## src/rtl/sexpr_pkg.sv

```systemverilog
// Shared types and constants of the s-expression lexer.
package sexpr_pkg;

  localparam int unsigned QueueDepth = 4;
  localparam int unsigned MaxFrac = 18;

  typedef enum logic [3:0] {
    TOK_END    = 4'd0,
    TOK_INT    = 4'd1,
    TOK_REAL   = 4'd2,
    TOK_STRING = 4'd3,
    TOK_LPAREN = 4'd4,
    TOK_RPAREN = 4'd5,
    TOK_IDENT  = 4'd6,
    TOK_QUOTE  = 4'd7,
    TOK_DOT    = 4'd8,
    TOK_BAD    = 4'd9,
    TOK_UNTERM = 4'd10
  } tok_e;

  typedef struct packed {
    logic [7:0] char_code;
    logic       input_ended;
  } in_beat_t;

  typedef struct packed {
    logic              result_kind;
    logic [7:0]        text_byte;
    logic [3:0]        token_kind;
    logic signed [63:0] number_value;
    logic [4:0]        fraction_digits;
    logic              last_of_run;
  } out_beat_t;

  // One classified character with at most two results ready to emit.
  typedef struct packed {
    logic [1:0] count;
    out_beat_t  res0;
    out_beat_t  res1;
  } work_t;

  function automatic logic is_digit(input logic [7:0] c);
    return c >= 8'h30 && c <= 8'h39;
  endfunction

  function automatic logic is_space(input logic [7:0] c);
    return c == 8'h20 || (c >= 8'd9 && c <= 8'd13);
  endfunction

  function automatic logic is_alpha(input logic [7:0] c);
    return (c >= 8'h61 && c <= 8'h7a) || (c >= 8'h41 && c <= 8'h5a);
  endfunction

  function automatic logic is_sym(input logic [7:0] c);
    return c == 8'h2b || c == 8'h2d || c == 8'h2a || c == 8'h2f || c == 8'h25 ||
           c == 8'h26 || c == 8'h3c || c == 8'h3e || c == 8'h3d || c == 8'h5f ||
           c == 8'h3f;
  endfunction

endpackage

```

## src/rtl/sexpr_if.sv

```systemverilog
// Valid/ready channel interface carrying one payload beat.
interface sexpr_if #(
  parameter type T = logic
);
  logic valid;
  logic ready;
  T     data;

  modport source (output valid, output data, input ready);
  modport sink (input valid, input data, output ready);
endinterface

```

## src/rtl/sexpr_front.sv

```systemverilog
// Front end: lexer state machine that turns each character into up to two results.
module sexpr_front import sexpr_pkg::*; (
  input  logic     clk_i,
  input  logic     rst_ni,
  input  logic     valid_i,
  input  in_beat_t beat_i,
  output logic     ready_o,
  output logic     push_o,
  output work_t    work_o,
  input  logic     full_i
);

  typedef enum logic [3:0] {
    M_IDLE, M_COMMENT, M_MINUS, M_IDENT, M_INT, M_REAL, M_STR, M_ESC, M_OCT, M_HEX
  } mode_e;

  mode_e       mode_q, mode_d;
  logic [63:0] acc_q, acc_d;
  logic [4:0]  frac_q, frac_d;
  logic        minus_q, minus_d;
  logic [7:0]  esc_q, esc_d;
  logic [1:0]  escn_q, escn_d;

  out_beat_t r [2];
  logic [1:0] n;
  logic [7:0] c;
  logic [63:0] acc10;
  logic [3:0] hv;
  logic       hok;

  assign ready_o = !full_i;
  assign push_o  = valid_i && ready_o;
  assign c       = beat_i.char_code;
  assign acc10   = (acc_q << 3) + (acc_q << 1) + {56'd0, c - 8'h30};

  always_comb begin
    hok = 1'b1;
    hv  = '0;
    if (is_digit(c)) begin
      hv = 4'(c - 8'h30);
    end else if (c >= 8'h41 && c <= 8'h46) begin
      hv = 4'(c - 8'h37);
    end else if (c >= 8'h61 && c <= 8'h66) begin
      hv = 4'(c - 8'h57);
    end else begin
      hok = 1'b0;
    end
  end

  always_comb begin
    logic [63:0] v;
    logic        restart;
    logic        strc;
    logic [7:0]  sc;
    mode_d  = mode_q;
    acc_d   = acc_q;
    frac_d  = frac_q;
    minus_d = minus_q;
    esc_d   = esc_q;
    escn_d  = escn_q;
    n       = '0;
    r[0]    = '0;
    r[1]    = '0;
    restart = 1'b0;
    strc    = 1'b0;
    sc      = c;
    v       = minus_q ? 64'd0 - acc_q : acc_q;
    if (beat_i.input_ended) begin
      case (mode_q)
        M_MINUS, M_IDENT: begin
          r[n[0]].result_kind = 1'b1; r[n[0]].token_kind = TOK_IDENT; n = n + 2'd1;
        end
        M_INT: begin
          r[n[0]].result_kind = 1'b1; r[n[0]].token_kind = TOK_INT;
          r[n[0]].number_value = v; n = n + 2'd1;
        end
        M_REAL: begin
          r[n[0]].result_kind = 1'b1; r[n[0]].token_kind = TOK_REAL;
          r[n[0]].number_value = v; r[n[0]].fraction_digits = frac_q; n = n + 2'd1;
        end
        M_STR, M_ESC, M_OCT, M_HEX: begin
          r[n[0]].result_kind = 1'b1; r[n[0]].token_kind = TOK_UNTERM; n = n + 2'd1;
        end
        default: ;
      endcase
      r[n[0]].result_kind = 1'b1;
      r[n[0]].token_kind  = TOK_END;
      n = n + 2'd1;
      mode_d = M_IDLE; acc_d = '0; frac_d = '0; minus_d = 1'b0; esc_d = '0; escn_d = '0;
    end else begin
      case (mode_q)
        M_COMMENT: if (c == 8'h0a) mode_d = M_IDLE;
        M_MINUS: begin
          if (is_digit(c)) begin
            acc_d = {56'd0, c - 8'h30}; frac_d = '0; minus_d = 1'b1; mode_d = M_INT;
          end else if (is_sym(c)) begin
            r[n[0]].text_byte = c; n = n + 2'd1; mode_d = M_IDENT;
          end else begin
            r[n[0]].result_kind = 1'b1; r[n[0]].token_kind = TOK_IDENT; n = n + 2'd1;
            restart = 1'b1;
          end
        end
        M_IDENT: begin
          if (is_alpha(c) || is_digit(c) || is_sym(c)) begin
            r[n[0]].text_byte = c; n = n + 2'd1;
          end else begin
            r[n[0]].result_kind = 1'b1; r[n[0]].token_kind = TOK_IDENT; n = n + 2'd1;
            restart = 1'b1;
          end
        end
        M_INT: begin
          if (is_digit(c)) begin
            acc_d = acc10;
          end else if (c == 8'h2e) begin
            frac_d = '0; mode_d = M_REAL;
          end else begin
            r[n[0]].result_kind = 1'b1; r[n[0]].token_kind = TOK_INT;
            r[n[0]].number_value = v; n = n + 2'd1;
            acc_d = '0; frac_d = '0; minus_d = 1'b0; restart = 1'b1;
          end
        end
        M_REAL: begin
          if (is_digit(c)) begin
            if (frac_q < 5'(MaxFrac)) begin
              acc_d = acc10; frac_d = frac_q + 5'd1;
            end
          end else begin
            r[n[0]].result_kind = 1'b1; r[n[0]].token_kind = TOK_REAL;
            r[n[0]].number_value = v; r[n[0]].fraction_digits = frac_q; n = n + 2'd1;
            acc_d = '0; frac_d = '0; minus_d = 1'b0; restart = 1'b1;
          end
        end
        M_STR: strc = 1'b1;
        M_ESC: begin
          mode_d = M_STR;
          case (c)
            8'h6e: sc = 8'd10;
            8'h72: sc = 8'd13;
            8'h74: sc = 8'd9;
            8'h66: sc = 8'd12;
            8'h62: sc = 8'd8;
            8'h76: sc = 8'd11;
            8'h61: sc = 8'd7;
            default: sc = c;
          endcase
          if (c == 8'h78) begin
            esc_d = '0; escn_d = '0; mode_d = M_HEX;
          end else if (c >= 8'h30 && c <= 8'h37) begin
            esc_d = c - 8'h30; escn_d = 2'd1; mode_d = M_OCT;
          end else begin
            r[n[0]].text_byte = sc; n = n + 2'd1;
          end
        end
        M_OCT: begin
          if (c >= 8'h30 && c <= 8'h37) begin
            esc_d = {esc_q[4:0], 3'b000} + (c - 8'h30);
            escn_d = escn_q + 2'd1;
            if (escn_q == 2'd2) begin
              r[n[0]].text_byte = esc_d; n = n + 2'd1; mode_d = M_STR;
            end
          end else begin
            r[n[0]].text_byte = esc_q; n = n + 2'd1; strc = 1'b1;
          end
        end
        M_HEX: begin
          if (hok) begin
            esc_d = {esc_q[3:0], hv};
            escn_d = escn_q + 2'd1;
            if (escn_q == 2'd1) begin
              r[n[0]].text_byte = esc_d; n = n + 2'd1; mode_d = M_STR;
            end
          end else begin
            r[n[0]].text_byte = (escn_q == 2'd0) ? 8'h78 : esc_q; n = n + 2'd1;
            strc = 1'b1;
          end
        end
        default: restart = 1'b1;
      endcase
      if (strc) begin
        mode_d = M_STR;
        if (c == 8'h22) begin
          r[n[0]].result_kind = 1'b1; r[n[0]].token_kind = TOK_STRING; n = n + 2'd1;
          mode_d = M_IDLE;
        end else if (c == 8'h5c) begin
          mode_d = M_ESC;
        end else begin
          r[n[0]].text_byte = c; n = n + 2'd1;
        end
      end
      if (restart) begin
        mode_d = M_IDLE;
        if (is_space(c)) begin
        end else if (c == 8'h3b) begin
          mode_d = M_COMMENT;
        end else if (c == 8'h28) begin
          r[n[0]].result_kind = 1'b1; r[n[0]].token_kind = TOK_LPAREN; n = n + 2'd1;
        end else if (c == 8'h29) begin
          r[n[0]].result_kind = 1'b1; r[n[0]].token_kind = TOK_RPAREN; n = n + 2'd1;
        end else if (c == 8'h27) begin
          r[n[0]].result_kind = 1'b1; r[n[0]].token_kind = TOK_QUOTE; n = n + 2'd1;
        end else if (c == 8'h2e) begin
          r[n[0]].result_kind = 1'b1; r[n[0]].token_kind = TOK_DOT; n = n + 2'd1;
        end else if (c == 8'h2d) begin
          r[n[0]].text_byte = c; n = n + 2'd1; mode_d = M_MINUS;
        end else if (is_digit(c)) begin
          acc_d = {56'd0, c - 8'h30}; frac_d = '0; minus_d = 1'b0; mode_d = M_INT;
        end else if (is_alpha(c) || is_sym(c)) begin
          r[n[0]].text_byte = c; n = n + 2'd1; mode_d = M_IDENT;
        end else if (c == 8'h22) begin
          mode_d = M_STR;
        end else begin
          r[n[0]].result_kind = 1'b1; r[n[0]].token_kind = TOK_BAD; n = n + 2'd1;
        end
      end
    end
    if (n == 2'd1) r[0].last_of_run = 1'b1;
    if (n == 2'd2) r[1].last_of_run = 1'b1;
  end

  assign work_o.count = n;
  assign work_o.res0  = r[0];
  assign work_o.res1  = r[1];

  always_ff @(posedge clk_i or negedge rst_ni) begin
    if (!rst_ni) begin
      mode_q  <= M_IDLE;
      acc_q   <= '0;
      frac_q  <= '0;
      minus_q <= 1'b0;
      esc_q   <= '0;
      escn_q  <= '0;
    end else if (push_o) begin
      mode_q  <= mode_d;
      acc_q   <= acc_d;
      frac_q  <= frac_d;
      minus_q <= minus_d;
      esc_q   <= esc_d;
      escn_q  <= escn_d;
    end
  end

endmodule

```

## src/rtl/sexpr_back.sv

```systemverilog
// Back end: queue of classified work and the serializer that emits result beats.
module sexpr_back import sexpr_pkg::*; #(
  parameter int unsigned Depth = QueueDepth
) (
  input  logic      clk_i,
  input  logic      rst_ni,
  input  logic      push_i,
  input  work_t     work_i,
  output logic      full_o,
  output logic      valid_o,
  output out_beat_t beat_o,
  input  logic      ready_i
);

  localparam int unsigned Aw = (Depth > 1) ? $clog2(Depth) : 1;

  work_t          mem_q [Depth];
  logic [Aw-1:0]  wr_q, rd_q;
  logic [Aw:0]    cnt_q;
  logic           sel_q;
  logic           pop, push, take, empty;
  work_t          head;

  assign empty   = cnt_q == '0;
  assign full_o  = cnt_q == (Aw+1)'(Depth);
  assign push    = push_i && work_i.count != 2'd0;
  assign head    = mem_q[rd_q];
  assign valid_o = !empty;
  assign beat_o  = sel_q ? head.res1 : head.res0;
  assign take    = valid_o && ready_i;
  assign pop     = take && (sel_q || head.count == 2'd1);

  always_ff @(posedge clk_i) begin
    if (push) mem_q[wr_q] <= work_i;
  end

  always_ff @(posedge clk_i or negedge rst_ni) begin
    if (!rst_ni) begin
      wr_q  <= '0;
      rd_q  <= '0;
      cnt_q <= '0;
      sel_q <= 1'b0;
    end else begin
      if (push) wr_q <= (wr_q == Aw'(Depth - 1)) ? '0 : wr_q + Aw'(1);
      if (pop) rd_q <= (rd_q == Aw'(Depth - 1)) ? '0 : rd_q + Aw'(1);
      cnt_q <= cnt_q + (Aw+1)'(push) - (Aw+1)'(pop);
      if (pop) sel_q <= 1'b0;
      else if (take) sel_q <= 1'b1;
    end
  end

endmodule

```

## src/rtl/sexpr_token_lexer.sv

```systemverilog
// Top level of the s-expression token lexer.
// The in_ch channel carries one beat per character, or an end-of-input
// mark when input_ended is high. The out_ch channel carries result beats:
// text characters of identifiers and strings and completed tokens, with
// last_of_run set on the final beat caused by one input beat.
// The front end classifies one character per cycle, so input beats are
// taken back to back while the result queue has room. Each input beat
// gives zero, one or two result beats, which are registered in the queue
// and emitted behind any earlier entries. Output runs at one beat per
// cycle while the receiver is ready, so a character that yields two results sends res0 and then res1.
// Reset clears the lexer state to idle between tokens and empties the
// queue. When the receiver stalls, the queue of QueueDepth entries fills
// and then in_ch.ready drops until an entry drains.
module sexpr_token_lexer import sexpr_pkg::*; #(
  parameter int unsigned Depth = QueueDepth
) (
  input  logic clk_i,
  input  logic rst_ni,
  sexpr_if.sink   in_ch,
  sexpr_if.source out_ch
);

  logic  push, full;
  work_t work;

  sexpr_front u_front (
    .clk_i, .rst_ni,
    .valid_i(in_ch.valid), .beat_i(in_ch.data), .ready_o(in_ch.ready),
    .push_o(push), .work_o(work), .full_i(full)
  );

  sexpr_back #(.Depth(Depth)) u_back (
    .clk_i, .rst_ni,
    .push_i(push), .work_i(work), .full_o(full),
    .valid_o(out_ch.valid), .beat_o(out_ch.data), .ready_i(out_ch.ready)
  );

endmodule

```

## src/flat_wrapper.sv

```systemverilog
// flat-port wrapper written by rule: the top's interface ports become plain ports
module sexpr_token_lexer_flat import sexpr_pkg::*;
#(
  parameter int unsigned Depth = QueueDepth
)
  (clk_i, rst_ni, in_ch_valid, in_ch_data, in_ch_ready, out_ch_valid, out_ch_data, out_ch_ready);
  sexpr_if in_ch_i ();
  sexpr_if out_ch_i ();
  input  logic clk_i;
  input  logic rst_ni;
  input wire logic [$bits(in_ch_i.valid)-1:0] in_ch_valid;
  input wire logic [$bits(in_ch_i.data)-1:0] in_ch_data;
  output wire logic [$bits(in_ch_i.ready)-1:0] in_ch_ready;
  output wire logic [$bits(out_ch_i.valid)-1:0] out_ch_valid;
  output wire logic [$bits(out_ch_i.data)-1:0] out_ch_data;
  input wire logic [$bits(out_ch_i.ready)-1:0] out_ch_ready;
  assign in_ch_i.valid = in_ch_valid;
  assign in_ch_i.data = in_ch_data;
  assign in_ch_ready = in_ch_i.ready;
  assign out_ch_valid = out_ch_i.valid;
  assign out_ch_data = out_ch_i.data;
  assign out_ch_i.ready = out_ch_ready;
  sexpr_token_lexer #(.Depth(Depth)) u_core (.clk_i(clk_i), .rst_ni(rst_ni), .in_ch(in_ch_i), .out_ch(out_ch_i));
endmodule
```

## config.mk

```make
export PLATFORM = sky130hd
export DESIGN_NAME = sexpr_token_lexer_flat
export DESIGN_NICKNAME = d
export VERILOG_FILES = /design/src/rtl/sexpr_pkg.sv /design/src/rtl/sexpr_if.sv /design/src/rtl/sexpr_front.sv /design/src/rtl/sexpr_back.sv /design/src/rtl/sexpr_token_lexer.sv /design/src/flat_wrapper.sv
export SDC_FILE = /design/constraint.sdc
export NUM_CORES = 1
export LEC_CHECK = 0
export ABC_CLOCK_PERIOD_IN_PS = 26000
export BUFFER_PORTS_ARGS = -buffer_cell sky130_fd_sc_hd__buf_4
export CORE_ASPECT_RATIO = 1.4
export CORE_MARGIN = 2
export CORE_UTILIZATION = 55
export DETAILED_ROUTE_END_ITERATION = 10
export PLACE_DENSITY_LB_ADDON = 0.2
export SKIP_LAST_GASP = 1
export SLEW_MARGIN = 20
export SYNTH_ARGS = -nofsm -noshare
export SYNTH_HDL_FRONTEND = slang
export SYNTH_HIERARCHICAL = 1
export SYNTH_SLANG_ARGS = --single-unit
```

## constraint.sdc

```tcl
create_clock -name clk_i -period 26 [get_ports clk_i]
set_input_delay 7.8 -clock clk_i [delete_from_list [all_inputs] [get_ports clk_i]]
set_output_delay 7.8 -clock clk_i [all_outputs]
set_load 0.005 [all_outputs]
```

* Word-level counts from Yosys, hierarchy flattened *
Memory sizes are Yosys's and may differ from the RTL's.
Cells that the tools add are included.

storage, ports and cells
  register bits = 82
  bits in writable memories = 672
  input bits = 5
  output and inout port bits = 3
  word-level logic and storage cells = 133
  memories kept = 1

cells by class
  $add $sub $neg = 8
  $lt $le $gt $ge = 6
  equal/unequal tests = 15
  mux-type cells = 67
  bitwise logic cells = 3
  reductions and logical operators = 25

memory list
  memory               depth  width  read ports  clocked after memory_dff  wr ports  line              text
  u_core.u_back.mem_q  4      168    1           0                         1         sexpr_back.sv:17  work_t mem_q [Depth];

operators with widths
  cell                                                                    count
  166-bit bitwise mux                                                     5
  166-bit 2-to-1 mux                                                      4
  83-bit demux with 1-bit select                                          5
  64-bit 2-to-1 mux                                                       6
  83-bit 2-to-1 mux                                                       2
  74-bit 2-to-1 mux                                                       2
  82-bit 2-to-1 mux                                                       1
  1-bit by 64-bit subtractor with 64-bit output (first input constant)    1
  5-bit 2-to-1 mux                                                        5
  4-bit 2-to-1 mux                                                        6
  1-bit 2-to-1 mux                                                        19
  4-bit by 3-bit equality test with 1-bit output (second input constant)  4
  2-bit 2-to-1 mux                                                        8
  4-bit case mux with 4 select lines                                      1
  2-bit by 1-bit adder with 2-bit output (second input constant)          5
  3-bit case mux with 3 select lines                                      1
  4-bit by 2-bit equality test with 1-bit output (second input constant)  2
  4-bit equality test (second input constant)                             2
  8-bit 2-to-1 mux                                                        1
  4-bit OR reduction                                                      2
  8-bit OR reduction                                                      1
  1-bit logical AND                                                       7
  7-bit 2-to-1 mux                                                        1
  7-bit OR reduction                                                      1
  other kinds (18)                                                        32

* Logic depth before layout (Yosys ltp) *
Gate-level depths: netlist of run 1.

  word-level depth = 17
  depth in mapped cells = 24
  depth with buffers taken out = 22

* Hierarchy *
Netlist of run 1, hierarchy kept.

modules (own cells, without submodules)
  module             times used  cells each  area each (um2)  seq. area each (um2)
  sexpr_back         1           1023        25665.9          20379.5
  sexpr_front        1           1764        12757.2          2102.0
  sexpr_token_lexer  1           1           3.8              0.0

* Worst setup path after synthesis of run 1 *
OpenSTA, ideal clock, no wires.

  kind = input to register
  from = input in_ch_data
  to = memory u_core/u_back/mem_q[0][0] (netlist name) (enable)
  setup time = 549 ps
  data arrival time = 12491 ps
  required time = 25451 ps
  path slack = 12961 ps
  stages on the path = 5
  path buffers = 1
  cells stage by stage = clkbuf_1 -> o21ai_0 -> nand2_1 -> o21a_1 -> and2_1

RTL lines
  what         line                text
  from (decl)  flat_wrapper.sv:12  input wire logic [$bits(in_ch_i.data)-1:0] in_ch_data;
  to (decl)    sexpr_back.sv:17

* Worst setup path after layout of run 1 *
  from = register u_core.u_back.rd_q[0]
  to = output out_ch_data

on the way
  longest elaborated chain between the ends = 2

RTL lines
  what                    line                text
  from (decl)             sexpr_back.sv:18    logic [Aw-1:0] wr_q, rd_q;
  from (signal assigned)  sexpr_back.sv:45    if (pop) rd_q <= (rd_q == Aw'(Depth - 1)) ? '0 : rd_q + Aw'(1);
  memory 4 x 168 bit      n/a
  1-bit 2-to-1 mux        sexpr_back.sv:29    assign beat_o = sel_q ? head.res1 : head.res0;
  to (decl)               flat_wrapper.sv:15  output wire logic [$bits(out_ch_i.data)-1:0] out_ch_data;

No other way between the ends.

==> out/qor.csv, run 1 <==
metric;value;unit
die-width;64.1;um
design.core.area;4880;sq um
chipHeight;88.1;um
data_required_time_of_the_critical_path;18.20;ns
hold_path_class;flip-flop to flip-flop;
initialDrtViolationCount;90;
detailed_place_hpwl;4880;um
maxSlewHeadroom;60.5;%
cts.htree.levels;2;
grt_antenna_before_repair;0;
area.growth.synth_to_final;4.50;%
fmaxAchievable;105;MHz
final.setup.tns;0;ns
report.final.setup_viol;0;
commonest_cells_after_routing_fill_and_taps_aside;nand2_1, conb_1, o21ai_0;
pwr_density_cell;75.0;nW/um^2
routedWlPerCell;15.2;um
row_count;30;
grt.total_usage;23.2;%
rsz0062_at_grt;no;
ant_nets;0;
grt_first_pass_wirelength;10200;um
effective_utilization_at_floorplan;57.0;%
post_cts_resize_count;0;
clock_power_share;20.8;%
remaining_drc_errors;0;
cp-end-kind;output pin;
fin_nets;365;
detail_route.vias_per_cell;5.74;
timing.reg2reg.setup_slack;21.17;ns
register_to_register_path_depth;20;
insertedDiodeCount;0;
critical_path.reg2reg.startpoint;u_core/u_front/mode_q[3];
place_inst;396;
worst_setup_path_endpoint;out_ch_data;
cts-root-to-sink-buffers;2;
dr.pass1.iters;4;
final.period_utilization;36.8;%
syn_inst;349;
clock_skew;0.00723;ns
routed_wl;6140;um
grt.overflow.total;0;
cts_setup_buffers;0;
timing_max_transition_violations_final;0;
placer_congestion;0.880;
critical_path.reg2reg.endpoint;u_core/u_back/cnt_q[2];
outcome;complete, no violations;
worstSetupStartpoint;u_core/u_back/rd_q[0];
max-cap-violations;0;
power_report.internal_total;138;uW
die-area;5650;sq um
combinationalPowerShare;41.4;%
worst_pin_slew;0.584;ns
critical_path_peak_fanout;9;
place.port_buffers;7;
synth.cell_area;2780;sq um
grt_pass1_vias;2267;
path_class;flip-flop to output pin;
synth.yosys.warnings;6;
drive_above_1_share;8.53;%
syn_avg_cell_area;7.97;sq um
fin_util;59.6;%
cts_hold_bufs;0;
total_of_fill_cells_in_the_finished_design;471;
fin_cells;404;
numClockSinks;30;
power.share.sequential;37.8;%
grt_start_max_net_pins;20;
netSwitchingPower;80.2;uW
final_hold_viol_count;0;
detailroute.via_count;2320;
most_common_library_cell_in_the_layout_ignoring_fill_and_taps;nand2_1;
cts_buffers;5;
switching_share;36.8;%
ir_worst_vdd;0.0261;mV
min_period;9.56;ns
power_leakage;1.23;nW
clock_tree.root_cell;clkbuf_8;
critPathLaunchType;flip-flop;
clkTransAtPathRegs;0.06;ns
i_o_pin_count;8;
cp_data_arrival_time;1.76;ns
worst_skew_late_latency;0.28;ns
cts_tree;yes;
[sequential cells by signal (all words and copies together) (netlist names)]
register               flops
u_core/u_back/sel_q        1
u_core/u_back/cnt_q        3
u_core/u_back/mem_q       16
u_core/u_back/rd_q         2
u_core/u_back/wr_q         2
u_core/u_front/mode_q      4
u_core/u_front/escn_q      2
[power groups by stage]
stage | clock, mW | sequential (mW) | combinational [mW]
floorplan | 0 | 0.0752 | 0.0855
global placement | 0 | 0.0822 | 0.0860
detailed placement | 0 | 0.0833 | 0.0877
CTS | 0.0464 | 0.0822 | 0.0884
global route | 0.0487 | 0.0848 | 0.101
finish | 0.0454 | 0.0824 | 0.0902
[per-stage QoR]
step                setup WS, ns  hold WS, ns  instance area, sq um  total power [mW]
floorplan                  16.57        0.473                  2870             0.161
global placement           16.44        0.508                  2790             0.168
CTS                        16.42        0.541                  2910             0.217
global route               16.35        0.588                  2910             0.235
detailed placement         16.35        0.526                  2790             0.171
finish                     16.44        0.533                  2910             0.218
[worst min-delay path by stage]
stage / from / end / slack (ns) / cells past startpoint
finish: u_core/u_front/escn_q[1] / u_core/u_front/escn_q[1] / 0.53 / 2
global route: u_core/u_front/escn_q[0] / u_core/u_front/escn_q[0] / 0.59 / 1
CTS: u_core/u_front/escn_q[1] / u_core/u_front/escn_q[1] / 0.54 / 2
detailed placement: u_core/u_front/escn_q[1] / u_core/u_front/escn_q[1] / 0.53 / 2
global placement: u_core/u_front/escn_q[1] / u_core/u_front/escn_q[1] / 0.51 / 2
floorplan: u_core/u_front/escn_q[1] / u_core/u_front/escn_q[1] / 0.47 / 2
[critical path: stages, from the launching register on]
cell and delay (ns):
dfrtp_1 0.54, mux4_2 0.55, mux2_2 0.27, buf_4 0.13
[area by class of cell]
type                    instances  area, sq um  area share, %
clock buffers                   5         68.8           2.37
clock inverters                 3         45.0           1.55
inverters                      22         82.6           2.84
multi-input cells             272         1740           59.8
flip-flops and latches         30          831           28.6
well taps                      64         80.1           2.76
repair buffers                  8         60.1           2.07
[routing by layer]
layer	GRT usage (%)	wire length (um)	vias to the layer above
met5	0	0	-
met1	22.8	2370	1089
met3	1.16	131	15
met2	47.3	3400	44
li1	-	-	1172
met4	13.2	238	0
No activity file was read; power rests on OpenSTA's default activity.
==> run 2, diff against run 1 <==
ABC_CLOCK_PERIOD_IN_PS = 9800   (was 26000)
clock period = 9.8 ns   (was 26 ns; I/O delays follow)
==> run 2 against run 1 <==
Against the previous run:
- sequential power increased to 2.6 times the previous value
- wire length decreased by 2.1%
- die area unchanged
- count of clock-buffer cells in the layout increased by 1
==> out/qor.csv, run 2 (synthesized netlist as in run 1, its figures left out) <==
metric;value;unit
drive_above_1_share;8.26;%
cts_buffers;5;
cts-root-to-sink-buffers;2;
data_required_time_of_the_critical_path;10.00;ns
worst_skew_late_latency;0.28;ns
timing_max_transition_violations_final;0;
post-layout-total-power;557;uW
power_report.internal_total;346;uW
whs_path_depth;2;
cts_hold_bufs;0;
initialDrtViolationCount;131;
placer_congestion;0.884;
die-area;5650;sq um
combinationalPowerShare;42.3;%
grt_antenna_before_repair;0;
routed_wl;6010;um
total_of_fill_cells_in_the_finished_design;466;
area.growth.synth_to_final;3.55;%
grt.overflow.total;0;
min_period;5.14;ns
die-width;64.1;um
clock_power_share;18.5;%
hold_path_class;flip-flop to flip-flop;
worst_pin_slew;0.885;ns
remaining_drc_errors;0;
ant_nets;0;
biggestRegsByFlops;u_core/u_back/mem_q x16, u_core/u_front/mode_q x4, u_core/u_back/cnt_q x3;
netSwitchingPower;211;uW
path_class;flip-flop to flip-flop;
effective_utilization_at_floorplan;57.0;%
cp_data_arrival_time;5.34;ns
design.core.area;4880;sq um
critical_path_peak_fanout;14;
place.port_buffers;7;
row_count;30;
most_common_library_cell_in_the_layout_ignoring_fill_and_taps;nand2_1;
power.share.sequential;39.1;%
outcome;complete, no violations;
clock_skew;0.00520;ns
chipHeight;88.1;um
clkTransAtPathRegs;0.06;ns
final.setup.tns;0;ns
numClockSinks;30;
cts.htree.levels;2;
i_o_pin_count;8;
grt_first_pass_wirelength;9980;um
post_cts_resize_count;0;
cts_tree;yes;
power_leakage;1.23;nW
pwr_density_cell;193;nW/um^2
commonest_cells_after_routing_fill_and_taps_aside;nand2_1, conb_1, o21ai_0;
critPathLaunchType;flip-flop;
largest_reg_flops;16;
fin_nets;364;
rsz0062_at_grt;no;
detail_route.vias_per_cell;5.74;
switching_share;37.8;%
maxSlewHeadroom;40.8;%
grt_pass1_vias;2201;
clock_tree.root_cell;clkbuf_8;
max-cap-violations;0;
cp-end-kind;flip-flop;
regMostFlops;u_core/u_back/mem_q;
cts_setup_buffers;0;
final_hold_viol_count;0;
multi_input_comb_area;1740;sq um
grt_start_max_net_pins;20;
detailroute.via_count;2314;
grt.total_usage;22.7;%
ir_worst_vdd;0.0539;mV
register_to_register_path_depth;20;
fmaxAchievable;195;MHz
dr.pass1.iters;4;
insertedDiodeCount;0;
report.final.setup_viol;0;
detailed_place_hpwl;4750;um
final-seq-area;831;sq um
routedWlPerCell;14.9;um
final.period_utilization;52.5;%
run 2: cell count changes in the layout (fill, tap and decap cells not counted), sizes merged:
cell | before | now
clkinvlp | 2 | 1
buf | 8 | 7
bufinv | 1 | 0
clkinv | 2 | 3
clkbuf | 5 | 6
run 2: worst paths after layout:
kind	start	endpoint	slack, ns
setup / recovery	u_core/u_front/mode_q[3]	u_core/u_back/cnt_q[2]	4.66
hold / removal	u_core/u_front/escn_q[1]	u_core/u_front/escn_q[1]	0.53
max in group asynchronous	rst_ni	u_core/u_back/rd_q[1]	7.13
setup reg to reg	u_core/u_front/mode_q[3]	u_core/u_back/cnt_q[2]	4.66
min in group asynchronous	rst_ni	u_core/u_back/wr_q[1]	2.50
hold reg to reg	u_core/u_front/escn_q[1]	u_core/u_front/escn_q[1]	0.53
run 2: critical path: stages, from the launching register on:
cell       delay, ns
dfrtp_1         0.55
nor3b_1         0.77
nand2_1         0.14
a21oi_1         0.22
o211ai_1        0.22
nand3_1         0.13
ha_1            0.23
a211o_1         0.27
nand3_1         0.07
inv_1           0.06
ha_1            0.29
nor2_1          0.05
a2111oi_0       0.41
o22a_1          0.23
o21a_1          0.22
o21a_1          0.28
ha_1            0.18
inv_1           0.05
fa_1            0.37
xnor2_1         0.18
xnor2_1         0.14
run 2: final cells by class:
type,count,share of cell area (%)
sequential,30,28.8
inverter,22,2.87
clock buffer,6,2.87
tap,64,2.78
multi-input combinational,272,60.4
timing repair buffer,7,1.82
clock inverter,2,0.434
run 2: metal layers:
layer / vias up / GRT usage, % / wire length (um)
met4: 0 / 14.9 / 237
met5: - / 0 / 0
met2: 45 / 44.4 / 3310
li1: 1169 / - / -
met1: 1080 / 22.9 / 2350
met3: 20 / 1.41 / 114
run 2: power groups by stage:
| stage | clock (mW) | combinational [mW] | sequential, mW |
|---|---|---|---|
| finish | 0.103 | 0.236 | 0.218 |
| global route | 0.112 | 0.269 | 0.224 |
| CTS | 0.106 | 0.232 | 0.219 |
| detailed placement | 0 | 0.231 | 0.221 |
| global placement | 0 | 0.225 | 0.218 |
| floorplan | 0 | 0.227 | 0.200 |
run 2: stage by stage:
| stage | worst slack, ns | cells | utilization, % | hold WS (ns) | instance area, sq um |
|---|---|---|---|---|---|
| after floorplan | 5.23 | 373 | - | 0.473 | 2870 |
| after global placement | 4.77 | 395 | 57.1 | 0.497 | 2790 |
| after detailed placement | 4.66 | 395 | 57.1 | 0.517 | 2790 |
| after CTS | 4.64 | 403 | 59.0 | 0.531 | 2880 |
| after global routing | 4.10 | 403 | 59.0 | 0.576 | 2880 |
| final | 4.66 | 403 | 59.0 | 0.527 | 2880 |
==> run 3, diff against run 2 <==
ABC_AREA = 1   (was unset)
ABC_CLOCK_PERIOD_IN_PS = 4600   (was 9800)
clock period = 4.6 ns   (was 9.8 ns; I/O delays follow)
==> run 3 against run 2 <==
Against the previous run:
- clock power rose by 110%
- critical endpoint unchanged
- critical path depth rose by 6
- highest routed layer unchanged
- maximum frequency rose by 24%
- sequential power rose by 110%
- sequential cell count did not move
- register-to-register slack got worse by 4.2 ns
- synthesized cell count rose by 32%
- sequential share of layout area fell by 2.8 points
==> out/qor.csv, run 3 <==
metric;value;unit
syn_inst;461;
dr.pass1.iters;5;
critical_path.max_stage_delay;0.41;ns
synth.cell_area;3120;sq um
crit_path_top_delay_cell;dfrtp_1;
area.growth.synth_to_final;1.96;%
die-width;67.7;um
detail_route.vias_per_cell;5.01;
cell_area_after_placement;3090;sq um
die-area;6310;sq um
pre_cts_ws;0.497;ns
outcome;complete, no violations;
crit_family;simple AND/OR/NAND/NOR gates;
grt_antenna_before_repair;0;
cts_tree;yes;
synth.yosys.warnings;6;
grt.overflow.total;0;
biggestRegsByFlops;u_core/u_back/mem_q x16, u_core/u_front/mode_q x4, u_core/u_back/cnt_q x3;
layout_setup_ws;0.450;ns
critPathLaunchType;flip-flop;
clock_skew;0.0167;ns
ant_nets;0;
row_count;32;
cts_hold_bufs;0;
report.final.setup_viol;0;
chipHeight;93.2;um
remaining_drc_errors;0;
met2RoutedLength;3380;um
cts.htree.levels;2;
postLayoutCellArea;3180;sq um
cp-end-kind;flip-flop;
detailroute.via_count;2660;
effective_utilization_at_floorplan;56.9;%
regMostFlops;u_core/u_back/mem_q;
commonest_cells_after_routing_fill_and_taps_aside;nand2_1, inv_1, nor2_1;
pwr_density_cell;387;nW/um^2
fin_nets;488;
maxSlewHeadroom;57.3;%
final_hold_viol_count;0;
rsz0062_at_grt;no;
placer_congestion;0.922;
cp.buffers_inverters;5;
met3WireLength;173;um
ir_worst_vdd;0.182;mV
total_of_fill_cells_in_the_finished_design;567;
clock_tree.root_cell;clkbuf_8;
cp_data_arrival_time;4.32;ns
final-seq-area;831;sq um
place.port_buffers;7;
fmaxAchievable;241;MHz
final.period_utilization;90.2;%
final.setup.tns;0;ns
post_cts_resize_count;0;
critical_path_peak_fanout;7;
grt_start_max_net_pins;15;
clkTransAtPathRegs;0.07;ns
data_required_time_of_the_critical_path;4.77;ns
place_inst;523;
path_class;flip-flop to flip-flop;
worst_pin_slew;0.635;ns
min_period;4.15;ns
multi_input_comb_area;1800;sq um
design.core.area;5490;sq um
drive_above_1_share;15.3;%
syn_avg_cell_area;6.77;sq um
most_common_library_cell_in_the_layout_ignoring_fill_and_taps;nand2_1;
hold_path_class;flip-flop to flip-flop;
largest_reg_flops;16;
power_leakage;1.64;nW
routed_wl;6210;um
insertedDiodeCount;0;
cts-root-to-sink-buffers;2;
numClockSinks;30;
worst_skew_late_latency;0.29;ns
timing_max_transition_violations_final;0;
detailed_place_hpwl;5150;um
grt_first_pass_wirelength;10700;um
cts_buffers;5;
fin_cells;531;
grt.total_usage;22.0;%
grt_pass1_vias;2520;
cts_setup_buffers;0;
met1Wirelength;2430;um
i_o_pin_count;8;
routedWlPerCell;11.7;um
initialDrtViolationCount;74;
max-cap-violations;0;
topRoutingLayerUsed;met4;
==> run 3: worst reg2reg max path: cells and delay by family (launching register included) <==
kind / cells / cell delay, ns
flip-flops: 1 / 0.41
AO/OA/AOI/OAI: 3 / 0.35
buffers and inverters: 5 / 0.48
AND/OR/NAND/NOR: 13 / 1.64
XOR/XNOR: 1 / 0.13
adder cells (fa/ha/maj): 4 / 1.03
==> run 3: per-stage QoR <==
step           total power, mW  hold slack, ns  util [%]
6_report                  1.23           0.555      58.1
5_1_grt                   1.35           0.611      58.1
4_1_cts                   1.23           0.556      58.1
3_5_place_dp              1.01           0.541      56.4
3_3_place_gp              1.00           0.518      56.4
2_1_floorplan             1.03           0.494         -
==> run 3: worst paths after layout <==
| check | from | end | slack, ns | cells past startpoint |
|---|---|---|---|---|
| worst max-delay path | u_core/u_front/mode_q[2] | u_core/u_back/cnt_q[2] | 0.45 | 26 |
| worst min-delay path | u_core/u_front/mode_q[2] | u_core/u_front/mode_q[2] | 0.56 | 2 |
| worst max register to register | u_core/u_front/mode_q[2] | u_core/u_back/cnt_q[2] | 0.45 | 26 |
| worst min register to register | u_core/u_front/mode_q[2] | u_core/u_front/mode_q[2] | 0.56 | 2 |
| max in group asynchronous | rst_ni | u_core/u_back/rd_q[0] | 3.49 | 1 |
| min in group asynchronous | rst_ni | u_core/u_front/mode_q[0] | 0.93 | 1 |
==> run 3: cell type report <==
class / count / share of cell area (%)
Clock buffer: 7 / 2.71
Clock inverter: 1 / 0.157
Inverter: 83 / 10.1
Multi-Input combinational cell: 335 / 56.6
Sequential cell: 30 / 26.1
Tap cell: 68 / 2.67
Timing Repair Buffer: 7 / 1.65
==> run 3: per-layer routing <==
layer	vias to the layer above	GRT usage (%)
li1	1385	-
met1	1199	22.5
met2	53	41.6
met3	23	3.25
met4	0	10.7
met5	-	0
==> run 3: where the power goes <==
group | internal [mW] | switching [mW] | total [mW]
Combinational | 0.215 | 0.354 | 0.569
Sequential | 0.380 | 0.0675 | 0.448
Clock | 0.120 | 0.0959 | 0.216
